File: src/sflt_pkg.sv
`default_nettype none
package sflt_pkg;

  localparam logic [7:0] SOF_BYTE = 8'h01;
  localparam logic [7:0] ACK_BYTE = 8'h06;
  localparam logic [7:0] NAK_BYTE = 8'h15;
  localparam logic [7:0] CAN_BYTE = 8'h18;

  localparam logic [1:0] CMD_BYTE = 2'd0;
  localparam logic [1:0] CMD_TICK = 2'd1;
  localparam logic [1:0] CMD_SEND = 2'd2;

  localparam logic [2:0] REG_ACK_TIMEOUT  = 3'd0;
  localparam logic [2:0] REG_MAX_ATTEMPTS = 3'd1;
  localparam logic [2:0] REG_BACKOFF_BASE = 3'd2;
  localparam logic [2:0] REG_BACKOFF_STEP = 3'd3;
  localparam logic [2:0] REG_MAX_FRAME    = 3'd4;

  localparam logic [15:0] ACK_TIMEOUT_RST  = 16'd1600;
  localparam logic [3:0]  MAX_ATTEMPTS_RST = 4'd3;
  localparam logic [15:0] BACKOFF_BASE_RST = 16'd100;
  localparam logic [15:0] BACKOFF_STEP_RST = 16'd1000;
  localparam logic [8:0]  MAX_FRAME_RST    = 9'd257;

  typedef enum logic [3:0] {
    EV_NONE       = 4'd0,
    EV_FRAME_BYTE = 4'd1,
    EV_FRAME_GOOD = 4'd2,
    EV_FRAME_BAD  = 4'd3,
    EV_BAD_LEN    = 4'd4,
    EV_STRAY_ACK  = 4'd5,
    EV_STRAY_NAK  = 4'd6,
    EV_STRAY_CAN  = 4'd7,
    EV_TRANSMIT   = 4'd8,
    EV_SENT_OK    = 4'd9,
    EV_SEND_FAIL  = 4'd10,
    EV_BUSY       = 4'd11,
    EV_RETRY_WAIT = 4'd12
  } event_e;

  typedef struct packed {
    logic [15:0] ack_wait_ms;
    logic [3:0]  max_attempts;
    logic [15:0] backoff_base_ms;
    logic [15:0] backoff_step_ms;
    logic [8:0]  max_frame_len;
  } cfg_t;

  typedef struct packed {
    event_e      event_res;
    logic [7:0]  data;
    logic        send_ack;
  } result_t;

endpackage
`default_nettype wire

File: src/sflt_engine.sv
`default_nettype none
module sflt_engine import sflt_pkg::*; (
  input  wire logic       clk_i,
  input  wire logic       rst_ni,
  input  wire logic       step_i,
  input  wire logic [1:0] cmd_i,
  input  wire logic [7:0] rx_byte_i,
  input  wire cfg_t       cfg_i,
  output result_t         res_o
);

  typedef enum logic [1:0] {
    PH_START = 2'd0,
    PH_LEN   = 2'd1,
    PH_BODY  = 2'd2
  } parse_e;

  typedef enum logic [1:0] {
    SP_IDLE    = 2'd0,
    SP_WAIT    = 2'd1,
    SP_BACKOFF = 2'd2
  } send_e;

  parse_e      parse_q, parse_d;
  send_e       send_q, send_d;
  logic [8:0]  left_q, left_d;
  logic [7:0]  chk_q, chk_d;
  logic [3:0]  att_q, att_d;
  logic [19:0] timer_q, timer_d;

  logic [3:0]  att_next;
  logic [19:0] backoff;
  logic [19:0] backoff_ld;
  logic [19:0] timeout_ld;
  logic        last_attempt;
  logic [8:0]  left_m1;
  logic [8:0]  total_len;

  assign att_next     = att_q + 4'd1;
  assign last_attempt = ({1'b0, att_q} + 5'd1) >= {1'b0, cfg_i.max_attempts};
  assign backoff      = {16'd0, att_next} * {4'd0, cfg_i.backoff_step_ms}
                        + {4'd0, cfg_i.backoff_base_ms};
  assign backoff_ld   = (backoff == '0) ? 20'd1 : backoff;
  assign timeout_ld   = (cfg_i.ack_wait_ms == '0) ? 20'd1
                                                  : {4'd0, cfg_i.ack_wait_ms};
  assign left_m1      = left_q - 9'd1;
  assign total_len    = {1'b0, rx_byte_i} + 9'd2;

  always_comb begin
    parse_d = parse_q;
    send_d  = send_q;
    left_d  = left_q;
    chk_d   = chk_q;
    att_d   = att_q;
    timer_d = timer_q;
    res_o   = '{event_res: EV_NONE, data: 8'd0, send_ack: 1'b0};

    unique case (cmd_i)
      CMD_BYTE: begin
        if (send_q != SP_BACKOFF) begin
          unique case (parse_q)
            PH_LEN: begin
              chk_d = chk_q ^ rx_byte_i;
              if (rx_byte_i < 8'd3 || total_len > cfg_i.max_frame_len) begin
                parse_d = PH_START;
                left_d  = '0;
                chk_d   = 8'hFF;
                res_o.event_res = EV_BAD_LEN;
              end else begin
                left_d  = {1'b0, rx_byte_i};
                parse_d = PH_BODY;
              end
            end
            PH_BODY: begin
              if (left_m1 == '0) begin
                parse_d = PH_START;
                left_d  = '0;
                chk_d   = 8'hFF;
                if (chk_q == rx_byte_i) begin
                  res_o.event_res = EV_FRAME_GOOD;
                  res_o.send_ack  = 1'b1;
                end else begin
                  res_o.event_res = EV_FRAME_BAD;
                end
              end else begin
                left_d = left_m1;
                chk_d  = chk_q ^ rx_byte_i;
                res_o.event_res = EV_FRAME_BYTE;
                res_o.data      = rx_byte_i;
              end
            end
            default: begin
              if (rx_byte_i == ACK_BYTE) begin
                if (send_q == SP_WAIT) begin
                  send_d  = SP_IDLE;
                  timer_d = '0;
                  res_o.event_res = EV_SENT_OK;
                end else begin
                  res_o.event_res = EV_STRAY_ACK;
                end
              end else if (rx_byte_i == NAK_BYTE || rx_byte_i == CAN_BYTE) begin
                if (send_q == SP_WAIT) begin
                  if (last_attempt) begin
                    send_d  = SP_IDLE;
                    timer_d = '0;
                    res_o.event_res = EV_SEND_FAIL;
                  end else begin
                    att_d   = att_next;
                    timer_d = backoff_ld;
                    send_d  = SP_BACKOFF;
                    res_o.event_res = EV_RETRY_WAIT;
                  end
                end else begin
                  res_o.event_res = (rx_byte_i == NAK_BYTE) ? EV_STRAY_NAK : EV_STRAY_CAN;
                end
              end else if (rx_byte_i == SOF_BYTE) begin
                parse_d = PH_LEN;
                chk_d   = 8'hFF;
                left_d  = '0;
              end
            end
          endcase
        end
      end
      CMD_TICK: begin
        if (send_q != SP_IDLE) begin
          if (timer_q > 20'd1) begin
            timer_d = timer_q - 20'd1;
          end else if (send_q == SP_WAIT) begin
            if (last_attempt) begin
              send_d  = SP_IDLE;
              timer_d = '0;
              res_o.event_res = EV_SEND_FAIL;
            end else begin
              att_d   = att_next;
              timer_d = backoff_ld;
              send_d  = SP_BACKOFF;
              res_o.event_res = EV_RETRY_WAIT;
            end
          end else begin
            // backoff over: drop partial frame and retransmit
            parse_d = PH_START;
            left_d  = '0;
            chk_d   = 8'hFF;
            send_d  = SP_WAIT;
            timer_d = timeout_ld;
            res_o.event_res = EV_TRANSMIT;
          end
        end
      end
      CMD_SEND: begin
        if (send_q != SP_IDLE) begin
          res_o.event_res = EV_BUSY;
        end else begin
          att_d   = '0;
          send_d  = SP_WAIT;
          timer_d = timeout_ld;
          res_o.event_res = EV_TRANSMIT;
        end
      end
      default: ;
    endcase
  end

  always_ff @(posedge clk_i or negedge rst_ni) begin
    if (!rst_ni) begin
      parse_q <= PH_START;
      send_q  <= SP_IDLE;
      left_q  <= '0;
      chk_q   <= 8'hFF;
      att_q   <= '0;
      timer_q <= '0;
    end else if (step_i) begin
      parse_q <= parse_d;
      send_q  <= send_d;
      left_q  <= left_d;
      chk_q   <= chk_d;
      att_q   <= att_d;
      timer_q <= timer_d;
    end
  end

endmodule
`default_nettype wire

File: src/serial_frame_link_transport.sv
// The result of a transaction is registered and appears on the master side in the cycle after
// it is taken. Throughput: one item per cycle while the master side is not stalled; the output
// register lets a new item in while the held result is taken in the same cycle.
// Reset: parser waits for start of frame, no send in progress, output empty, configuration
// registers return to 1600 / 3 / 100 / 1000 / 257.
`default_nettype none
module serial_frame_link_transport import sflt_pkg::*; (
  input  wire logic        clk_i,
  input  wire logic        rst_ni,
  input  wire logic        s_axis_tvalid,
  output      logic        s_axis_tready,
  input  wire logic [7:0]  s_axis_tdata,   // [7:0] rx_byte
  input  wire logic [1:0]  s_axis_tuser,   // [1:0] cmd
  output      logic        m_axis_tvalid,
  input  wire logic        m_axis_tready,
  output      logic [7:0]  m_axis_tdata,   // [7:0] data
  output      logic [4:0]  m_axis_tuser,   // [3:0] event_res, [4] send_ack
  input  wire logic        cfg_valid_i,
  output      logic        cfg_ready_o,
  input  wire logic [2:0]  cfg_index_i,
  input  wire logic [15:0] cfg_data_i
);

  cfg_t    cfg_q;
  result_t res;
  result_t res_q;
  logic    out_valid_q;
  logic    accept;

  assign cfg_ready_o   = 1'b1;
  assign s_axis_tready = !out_valid_q || m_axis_tready;
  assign accept        = s_axis_tvalid && s_axis_tready;

  always_ff @(posedge clk_i or negedge rst_ni) begin
    if (!rst_ni) begin
      cfg_q.ack_wait_ms     <= ACK_TIMEOUT_RST;
      cfg_q.max_attempts    <= MAX_ATTEMPTS_RST;
      cfg_q.backoff_base_ms <= BACKOFF_BASE_RST;
      cfg_q.backoff_step_ms <= BACKOFF_STEP_RST;
      cfg_q.max_frame_len   <= MAX_FRAME_RST;
    end else if (cfg_valid_i) begin
      unique case (cfg_index_i)
        REG_ACK_TIMEOUT:  cfg_q.ack_wait_ms     <= cfg_data_i;
        REG_MAX_ATTEMPTS: cfg_q.max_attempts    <= cfg_data_i[3:0];
        REG_BACKOFF_BASE: cfg_q.backoff_base_ms <= cfg_data_i;
        REG_BACKOFF_STEP: cfg_q.backoff_step_ms <= cfg_data_i;
        REG_MAX_FRAME:    cfg_q.max_frame_len   <= cfg_data_i[8:0];
        default: ;
      endcase
    end
  end

  sflt_engine u_engine (
    .clk_i     (clk_i),
    .rst_ni    (rst_ni),
    .step_i    (accept),
    .cmd_i     (s_axis_tuser),
    .rx_byte_i (s_axis_tdata),
    .cfg_i     (cfg_q),
    .res_o     (res)
  );

  always_ff @(posedge clk_i or negedge rst_ni) begin
    if (!rst_ni) begin
      out_valid_q <= 1'b0;
    end else if (s_axis_tready) begin
      out_valid_q <= s_axis_tvalid;
    end
  end

  always_ff @(posedge clk_i) begin
    if (accept) begin
      res_q <= res;
    end
  end

  assign m_axis_tvalid = out_valid_q;
  assign m_axis_tdata  = res_q.data;
  assign m_axis_tuser  = {res_q.send_ack, res_q.event_res};

  a_ack_only_good: assert property (@(posedge clk_i) disable iff (!rst_ni)
    (out_valid_q && res_q.send_ack) |-> (res_q.event_res == EV_FRAME_GOOD))
    else $error("send_ack raised without a good frame");

  a_data_only_byte: assert property (@(posedge clk_i) disable iff (!rst_ni)
    (out_valid_q && res_q.data != 8'd0) |-> (res_q.event_res == EV_FRAME_BYTE))
    else $error("data present on a non-byte event");

  a_stall_blocks_input: assert property (@(posedge clk_i) disable iff (!rst_ni)
    (out_valid_q && !m_axis_tready) |-> !s_axis_tready)
    else $error("input taken while result stalled");

  a_accept_gives_result: assert property (@(posedge clk_i) disable iff (!rst_ni)
    accept |=> m_axis_tvalid)
    else $error("accepted transaction produced no result");

endmodule
`default_nettype wire

File: config.mk
export PLATFORM = sky130hd
export DESIGN_NAME = serial_frame_link_transport
export DESIGN_NICKNAME = d
export VERILOG_FILES = /design/src/sflt_pkg.sv /design/src/sflt_engine.sv /design/src/serial_frame_link_transport.sv
export SDC_FILE = /design/constraint.sdc
export NUM_CORES = 1
export LEC_CHECK = 0
export CAP_MARGIN = 20
export CORE_MARGIN = 2
export CORE_UTILIZATION = 50
export DETAILED_ROUTE_END_ITERATION = 8
export DONT_BUFFER_PORTS = 1
export PLACE_DENSITY = 0.7
export SKIP_LAST_GASP = 1
export SLEW_MARGIN = 20
export SYNTH_ARGS = -nofsm -noshare
export SYNTH_HDL_FRONTEND = slang
export SYNTH_SLANG_ARGS = --single-unit
File: constraint.sdc
create_clock -name clk_i -period 9.6 [get_ports clk_i]
set_input_delay 0.48 -clock clk_i [delete_from_list [all_inputs] [get_ports clk_i]]
set_output_delay 0.48 -clock clk_i [all_outputs]
set_load 0.02 [all_outputs]
==> results of run 1 <==
-- cell usage in the layout, fill, tap and decap left out, types with 10 or more instances in the layout --
master,Yosys,layout
clkbuf_16,0,17
dfrtp_1,83,83
xnor2_1,17,17
and2_1,52,52
or3_1,13,13
nor2_1,69,69
mux2_2,41,41
a21oi_1,52,52
nor2b_1,19,19
nand2b_1,17,17
nor4_1,10,10
inv_1,97,97
nand3_1,11,11
ha_1,54,54
nor3_1,20,20
fa_1,43,43
edfxtp_1,13,13
nand2_1,104,104
a21o_1,10,10
dfstp_2,24,24
xor2_1,22,21
o21ai_0,81,81
-- final cells by class --
class                           count  area (sq um)  share of cell area
Inverter                           97           364              0.0348
Clock inverter                     14           109              0.0104
Multi-Input combinational cell    804          6050               0.578
Timing Repair Buffer                7          72.6             0.00694
Tap cell                          260           325              0.0311
Sequential cell                   120          3100               0.296
Clock buffer                       18           439              0.0420
-- worst paths after layout --
path                               startpoint  slack [ns]             endpoint  cells past startpoint
setup / recovery            u_engine.att_q[0]        3.44  u_engine.timer_q[0]                     15
min in group clk_i              cfg_data_i[1]        0.16            cfg_q[42]                      2
setup reg to reg            u_engine.att_q[0]        3.44  u_engine.timer_q[0]                     15
hold reg to reg            u_engine.left_q[8]        0.51   u_engine.left_q[8]                      1
max in group asynchronous              rst_ni        9.17   u_engine.left_q[0]                      1
hold / removal                         rst_ni      -0.003    u_engine.att_q[2]                      1
-- power breakdown --
| part | leakage [nW] | switching (mW) | internal (mW) | total [mW] |
|---|---|---|---|---|
| Combinational | 2.86 | 1.42 | 0.955 | 2.38 |
| Sequential | 1.41 | 0.161 | 0.668 | 0.829 |
| Clock | 0.260 | 0.245 | 0.357 | 0.602 |
-- cell families after synthesis --
family | after synthesis | synth area share
multiplexers | 43 | 0.0496
buffers and inverters | 149 | 0.0605
AO/OA/AOI/OAI | 256 | 0.178
flip-flops | 120 | 0.319
adder cells (fa/ha/maj) | 97 | 0.158
AND/OR/NAND/NOR | 368 | 0.199
XOR/XNOR | 39 | 0.0352
other | 1 | 0.000386
-- layer usage --
metal | vias to the layer above | global-route usage
met3 | 36 | 0.0387
met2 | 290 | 0.392
met5 | - | 0
met1 | 3830 | 0.347
li1 | 3722 | -
met4 | 0 | 0.0857
-- repair_timing --
item,4_1_cts,5_1_grt
hold endpoints to repair,107,0
gates resized for setup,0,0
hold buffers,1,0
endpoints found under the setup margin,0,0
-- cell usage after synthesis (20+ instances only) --
| library cell | instances | area share |
|---|---|---|
| and2_1 | 52 | 0.034 |
| ha_1 | 54 | 0.070 |
| nor3_1 | 20 | 0.010 |
| fa_1 | 43 | 0.089 |
| mux2_2 | 41 | 0.048 |
| o21ai_0 | 81 | 0.042 |
| a21oi_1 | 52 | 0.027 |
| nand2_1 | 104 | 0.040 |
| dfstp_2 | 24 | 0.065 |
| dfrtp_1 | 83 | 0.21 |
| inv_1 | 97 | 0.038 |
| nor2_1 | 69 | 0.027 |
| xor2_1 | 22 | 0.020 |
| clkbuf_1 | 41 | 0.016 |
-- worst max-delay path: cells and delay by family, from the launching register on --
kind	cells	cell delay (ns)
AOI/OAI and AO/OA	5	1.45
adders and majority gates	5	2.16
and+or+nand+nor	3	0.79
xor gates and xnor gates	1	0.60
DFF	1	0.78
muxes	1	0.33
-- flip-flops by register name (all words and copies together), names as in the netlist --
| name | cells |
|---|---|
| u_engine.att_q | 4 |
| u_engine.send_q | 2 |
| cfg_q | 61 |
| m_axis_tdata | 8 |
| m_axis_tvalid | 1 |
| u_engine.timer_q | 20 |
| u_engine.parse_q | 2 |
| u_engine.left_q | 9 |
| m_axis_tuser | 5 |
| u_engine.chk_q | 8 |
-- metrics by stage --
stage	cells	power, mW	setup slack (ns)
finish	1320	3.81	3.44
global placement	1287	3.10	3.39
floorplan	1073	2.64	4.33
CTS	1320	3.79	3.22
global route	1320	4.17	2.92
detailed placement	1287	3.14	3.23
==> flow_summary.ini, run 1 <==
[timing]
clock-skew-final_ns = 0.00803
rsz0062_at_grt = false
setup_viol = 0
tightest_slew_ns = 1.05
max_slew_margin = 0.297
drv_slew = 0
finalCriticalPeriod_ns = 6.16
tns_ns = 0
max_freq_mhz = 162
hold_violations = 1
fin_crit_sh = 0.642
whs_ns = -0.00252

[cts]
post_cts_buffers = 0
numCtsBuffers = 17
clock_latency_ns = 0.43
cts_root_buffer = clkbuf_16
ctsHtreeMaxLevel = 4
cts.sinks = 120
tritoncts = done
clk_pin_slew_worst_paths_ns = 0.06
cts_max_path_buffers = 2

[critical_path]
cpPeakStageDelay_ns = 0.78
crit_path_start_kind = flop
path_cells = ha_1 > xor2_2 > and2_1 > fa_1 > fa_1 > fa_1 > ha_1 > a21o_1 > or3_1 > o21ai_0 > o21ai_0 > mux2_2 > a2111oi_0 > and4b_1 > a22o_1
arrival_ns = 6.53
crit_required_ns = 9.97
critPathSlowestCell = dfrtp_1
endpoint_kind = flop
crit_fanout = 21
crit_path_frequent_cell = fa_1
critical_path_class = flop to flop

[drt]
met3RoutedLength_mm = 1.48
drt_pass1_iterations = 6
dr_wl_met2_mm = 11.2
m1WireLength_mm = 10.9
drt-initial-drc-count = 762
drcViolationCount = 0
vias_per_cell = 5.97
drt_wl_total_mm = 24.0
top_layer = met4
ant_nets = 0
wl_per_cell_um = 18.1
vias = 7878

[synthesis]
async_flop_share = 0.892
yosys_warnings = 0
syn-num-nets = 1204
synthesis.area_sq_mm = 0.00971
ys_seq_elements = 120
yosysSeqAreaShare = 0.319
synth-main-ff-cell = dfrtp_1
synthDistinctLibCells = 78
synthCells = 1073
synth_edf_count = 13
syn_area_per_cell_sq_um = 9.05

[placement]
placed_area_sq_mm = 0.00987
place_congestion = 0.889
io_buffers = 0
hpwlAfterDp_mm = 17.2

[global_routing]
grt_first_pass_wirelength_mm = 39.7
antenna_found_initial = 0
track_usage = 0.247
gr-total-overflow = 0
grt_pass1_vias = 7698
grt_max_degree = 108

[floorplan]
die_h_um = 143
core_sq_mm = 0.0189
start_util = 0.514
fp.dieW_um = 143
fp-row-count = 50
die_area_sq_mm = 0.0205
io_pins = 50

[final_layout]
layout-drive-gt1-share = 0.123
final_core_util = 0.554
num-nets-final = 1178
diodes = 0
area_delta_synth_final_pct = 7.75
design_area_sq_mm = 0.0105
fill_cells = 1716

[power_and_ir_drop]
p_leak_nw = 4.53
peakVddDrop_mv = 0.274
power_density_mw_per_mm2 = 364

[status]
status = finished with violations
violations = negative hold slack

[flow_run]
drv_cap = 0

[min_path]
hp-class = primary input to async pin
(Power assumes the default switching activity.)
==> inputs of run 2 (changes only) <==
--- a/config.mk
+++ b/config.mk
@@ -5,12 +5,13 @@
 export SDC_FILE = /design/constraint.sdc
 export NUM_CORES = 1
 export LEC_CHECK = 0
+export ABC_AREA = 1
 export CAP_MARGIN = 20
 export CORE_MARGIN = 2
 export CORE_UTILIZATION = 50
 export DETAILED_ROUTE_END_ITERATION = 8
 export DONT_BUFFER_PORTS = 1
-export PLACE_DENSITY = 0.7
+export PLACE_DENSITY = 0.73
 export SKIP_LAST_GASP = 1
 export SLEW_MARGIN = 20
 export SYNTH_ARGS = -nofsm -noshare
==> constraint.sdc (replaced) <==
create_clock -name clk_i -period 5.3 [get_ports clk_i]
set_input_delay 0.265 -clock clk_i [delete_from_list [all_inputs] [get_ports clk_i]]
set_output_delay 0.265 -clock clk_i [all_outputs]
set_load 0.02 [all_outputs]
==> run 2 against run 1 <==
  * The run now ends clean
  * Wire length is 7.0% higher
  * Area after synthesis up 1.7%
  * Clock skew up 0.0064 ns
  * Final cell count increased by 21%
  * Critical path depth is 11 higher
  * Critical path type unchanged
  * Critical endpoint unchanged
  * Largest cell class unchanged
==> flow_summary.ini, run 2 <==
[final_layout]
reg.largest.list = cfg_q x61, u_engine.timer_q x20, u_engine.left_q x9
largest_reg_flops = 61
area_delta_synth_final_pct = 8.55
regMostFlops = cfg_q
multi_input_area_sq_mm = 0.00568
diodes = 0
regArea_sq_mm = 0.00310
layout-drive-gt1-share = 0.0872
final_cell_mix = nand2_1 (257), inv_1 (229), nor2_1 (147), o21ai_0 (122), dfrtp_1 (83)
fill_cells = 1859
num-nets-final = 1448
final_common_cell = nand2_1

[synthesis]
yosysTopAreaCell = dfrtp_1
syn-num-nets = 1457
synth_edf_count = 13
synth_area_leaders = dfrtp_1 (21%), nand2_1 (9.8%), fa_1 (8.7%), inv_1 (8.7%), ha_1 (6.8%)
synthCells = 1326
yosysSeqAreaShare = 0.314
synthDistinctLibCells = 61
syn_area_per_cell_sq_um = 7.44
yosys-top-cells-count = nand2_1 (258), inv_1 (229), nor2_1 (147), o21ai_0 (122), dfrtp_1 (83)
ys_seq_elements = 120
post-synth-top-count-cell = nand2_1
synthesis.area_sq_mm = 0.00987
synth-main-ff-cell = dfrtp_1
yosys_warnings = 0
async_flop_share = 0.892
yosysTopAreaCellShare = 0.210

[critical_path]
arrival_ns = 5.22
critical_path_class = flop to flop
crit_path_start_kind = flop
crit_required_ns = 5.65
crit_fanout = 14
r2r_setup_slack_ns = 0.44
endpoint_kind = flop

[floorplan]
core_sq_mm = 0.0194
start_util = 0.509
die_area_sq_mm = 0.0209
die_h_um = 144
io_pins = 50
fp-row-count = 51
fp.dieW_um = 144

[drt]
wl_per_cell_um = 16.1
vias_per_cell = 5.45
drt-initial-drc-count = 706
drt_wl_total_mm = 25.6
drcViolationCount = 0
vias = 8696
drt_pass1_iterations = 5
ant_nets = 0

[timing]
fin_crit_sh = 0.918
clock-skew-final_ns = 0.0145
max_freq_mhz = 206
rsz0062_at_grt = false
tightest_slew_ns = 1.06
setup_viol = 0
hold_violations = 0
drv_slew = 0
tns_ns = 0
finalCriticalPeriod_ns = 4.86
max_slew_margin = 0.294

[cts]
cts.sinks = 120
clock_latency_ns = 0.44
cts_max_path_buffers = 2
cts_root_buffer = clkbuf_16
ctsHtreeMaxLevel = 4
numCtsBuffers = 17
clk_pin_slew_worst_paths_ns = 0.06
tritoncts = done

[global_routing]
gr-total-overflow = 0
grt_max_degree = 108
track_usage = 0.262
grt_pass1_vias = 8436
grt_first_pass_wirelength_mm = 42.3
antenna_found_initial = 0

[flow_run]
drv_cap = 0

[min_path]
hp-class = primary input to flop

[status]
status = finished, final reports clean

[placement]
io_buffers = 0
hpwlAfterDp_mm = 19.0
place_congestion = 0.915
[run 2: changes by cell type in the layout (fill, tap and decap cells not counted), moves of 14 or more]
cell      before  now
and2_1        52    3
nor2b_1       19    0
inv_1         97  229
nand2_1      104  257
inv_2          0   15
mux2_2        41    0
nand3_1       11   51
nand2b_1      17    0
nor2_1        69  147
a21oi_1       52   68
o21ai_0       81  122
xnor2_1       17    3
[run 2: critical path, stage by stage (launching register included)]
cell,delay [ns]
dfrtp_1,0.41
ha_1,0.23
xor2_1,0.15
inv_1,0.37
nor2_1,0.12
fa_1,0.51
fa_1,0.54
inv_1,0.05
fa_1,0.50
inv_1,0.04
ha_1,0.36
nand2_1,0.12
inv_2,0.08
nand2_1,0.10
nor3_1,0.18
nand2_1,0.12
nand2_1,0.08
nand2_1,0.06
nand2_1,0.12
nand3_1,0.09
nor2_1,0.11
nand2_1,0.05
nand2_1,0.08
nand2_1,0.06
nand2_1,0.07
nand2_1,0.05
a21oi_1,0.12
[run 2: final timing paths]
kind / endpoint / depth (start not counted) / from
worst min-delay path: cfg_q[60] / 2 / cfg_data_i[15]
max in group asynchronous: u_engine.timer_q[9] / 2 / rst_ni
worst min register to register: cfg_q[34] / 2 / cfg_q[34]
min in group asynchronous: cfg_q[43] / 2 / rst_ni
worst max-delay path: u_engine.timer_q[0] / 26 / u_engine.att_q[0]
worst max register to register: u_engine.timer_q[0] / 26 / u_engine.att_q[0]
[run 2: routing by layer]
metal	vias to the layer above	track usage	routed length (um)	part of all wire
li1	4235	-	-	-
met1	4135	0.349	11600	0.45
met2	287	0.428	12000	0.47
met3	39	0.0540	1570	0.061
met4	0	0.0899	444	0.017
met5	-	0	0	0
[run 2: area by class of cell]
| cell class | count | share of cell area |
|---|---|---|
| inverter | 245 | 0.0859 |
| tap | 265 | 0.0310 |
| timing repair buffer | 7 | 0.00724 |
| sequential | 120 | 0.289 |
| multi-input combinational | 926 | 0.530 |
| clock buffer | 19 | 0.0404 |
| clock inverter | 13 | 0.0159 |
[run 2: kinds of logic (layout without fill, tap and decap cells)]
logic type	after synthesis	after routing	synth area share
compound gates	253	253	0.150
xor+xnor	37	37	0.0328
fa+ha+maj	97	97	0.156
buf+inv	280	284	0.111
flops	120	120	0.314
other cells	1	1	0.000380
simple gates	538	538	0.236
[run 2: stage by stage]
step / instances / hold slack (ns) / instance area (sq um) / setup WS, ns / util
after floorplan: 1326 / -0.0306 / 9870 / 0.671 / -
after global placement: 1560 / -0.0263 / 10100 / 0.476 / 0.518
after detailed placement: 1560 / -0.0275 / 10100 / 0.348 / 0.518
after CTS: 1595 / 0.0212 / 10700 / 0.292 / 0.552
after global routing: 1595 / 0.0415 / 10700 / 0.0619 / 0.552
final: 1595 / 0.0270 / 10700 / 0.436 / 0.552
[run 2: timing repair]
item                                   in CTS  in global routing
hold buffers                                3                  0
resized for setup                           0                  1
setup endpoints to repair                   0                  1
buffers inserted                            0                  0
endpoints found under the hold margin     108                  0
Power of run 2 is left out: the tool's default activity adds up to more than one toggle a clock period on the data nets, which glitch-free logic cannot reach.
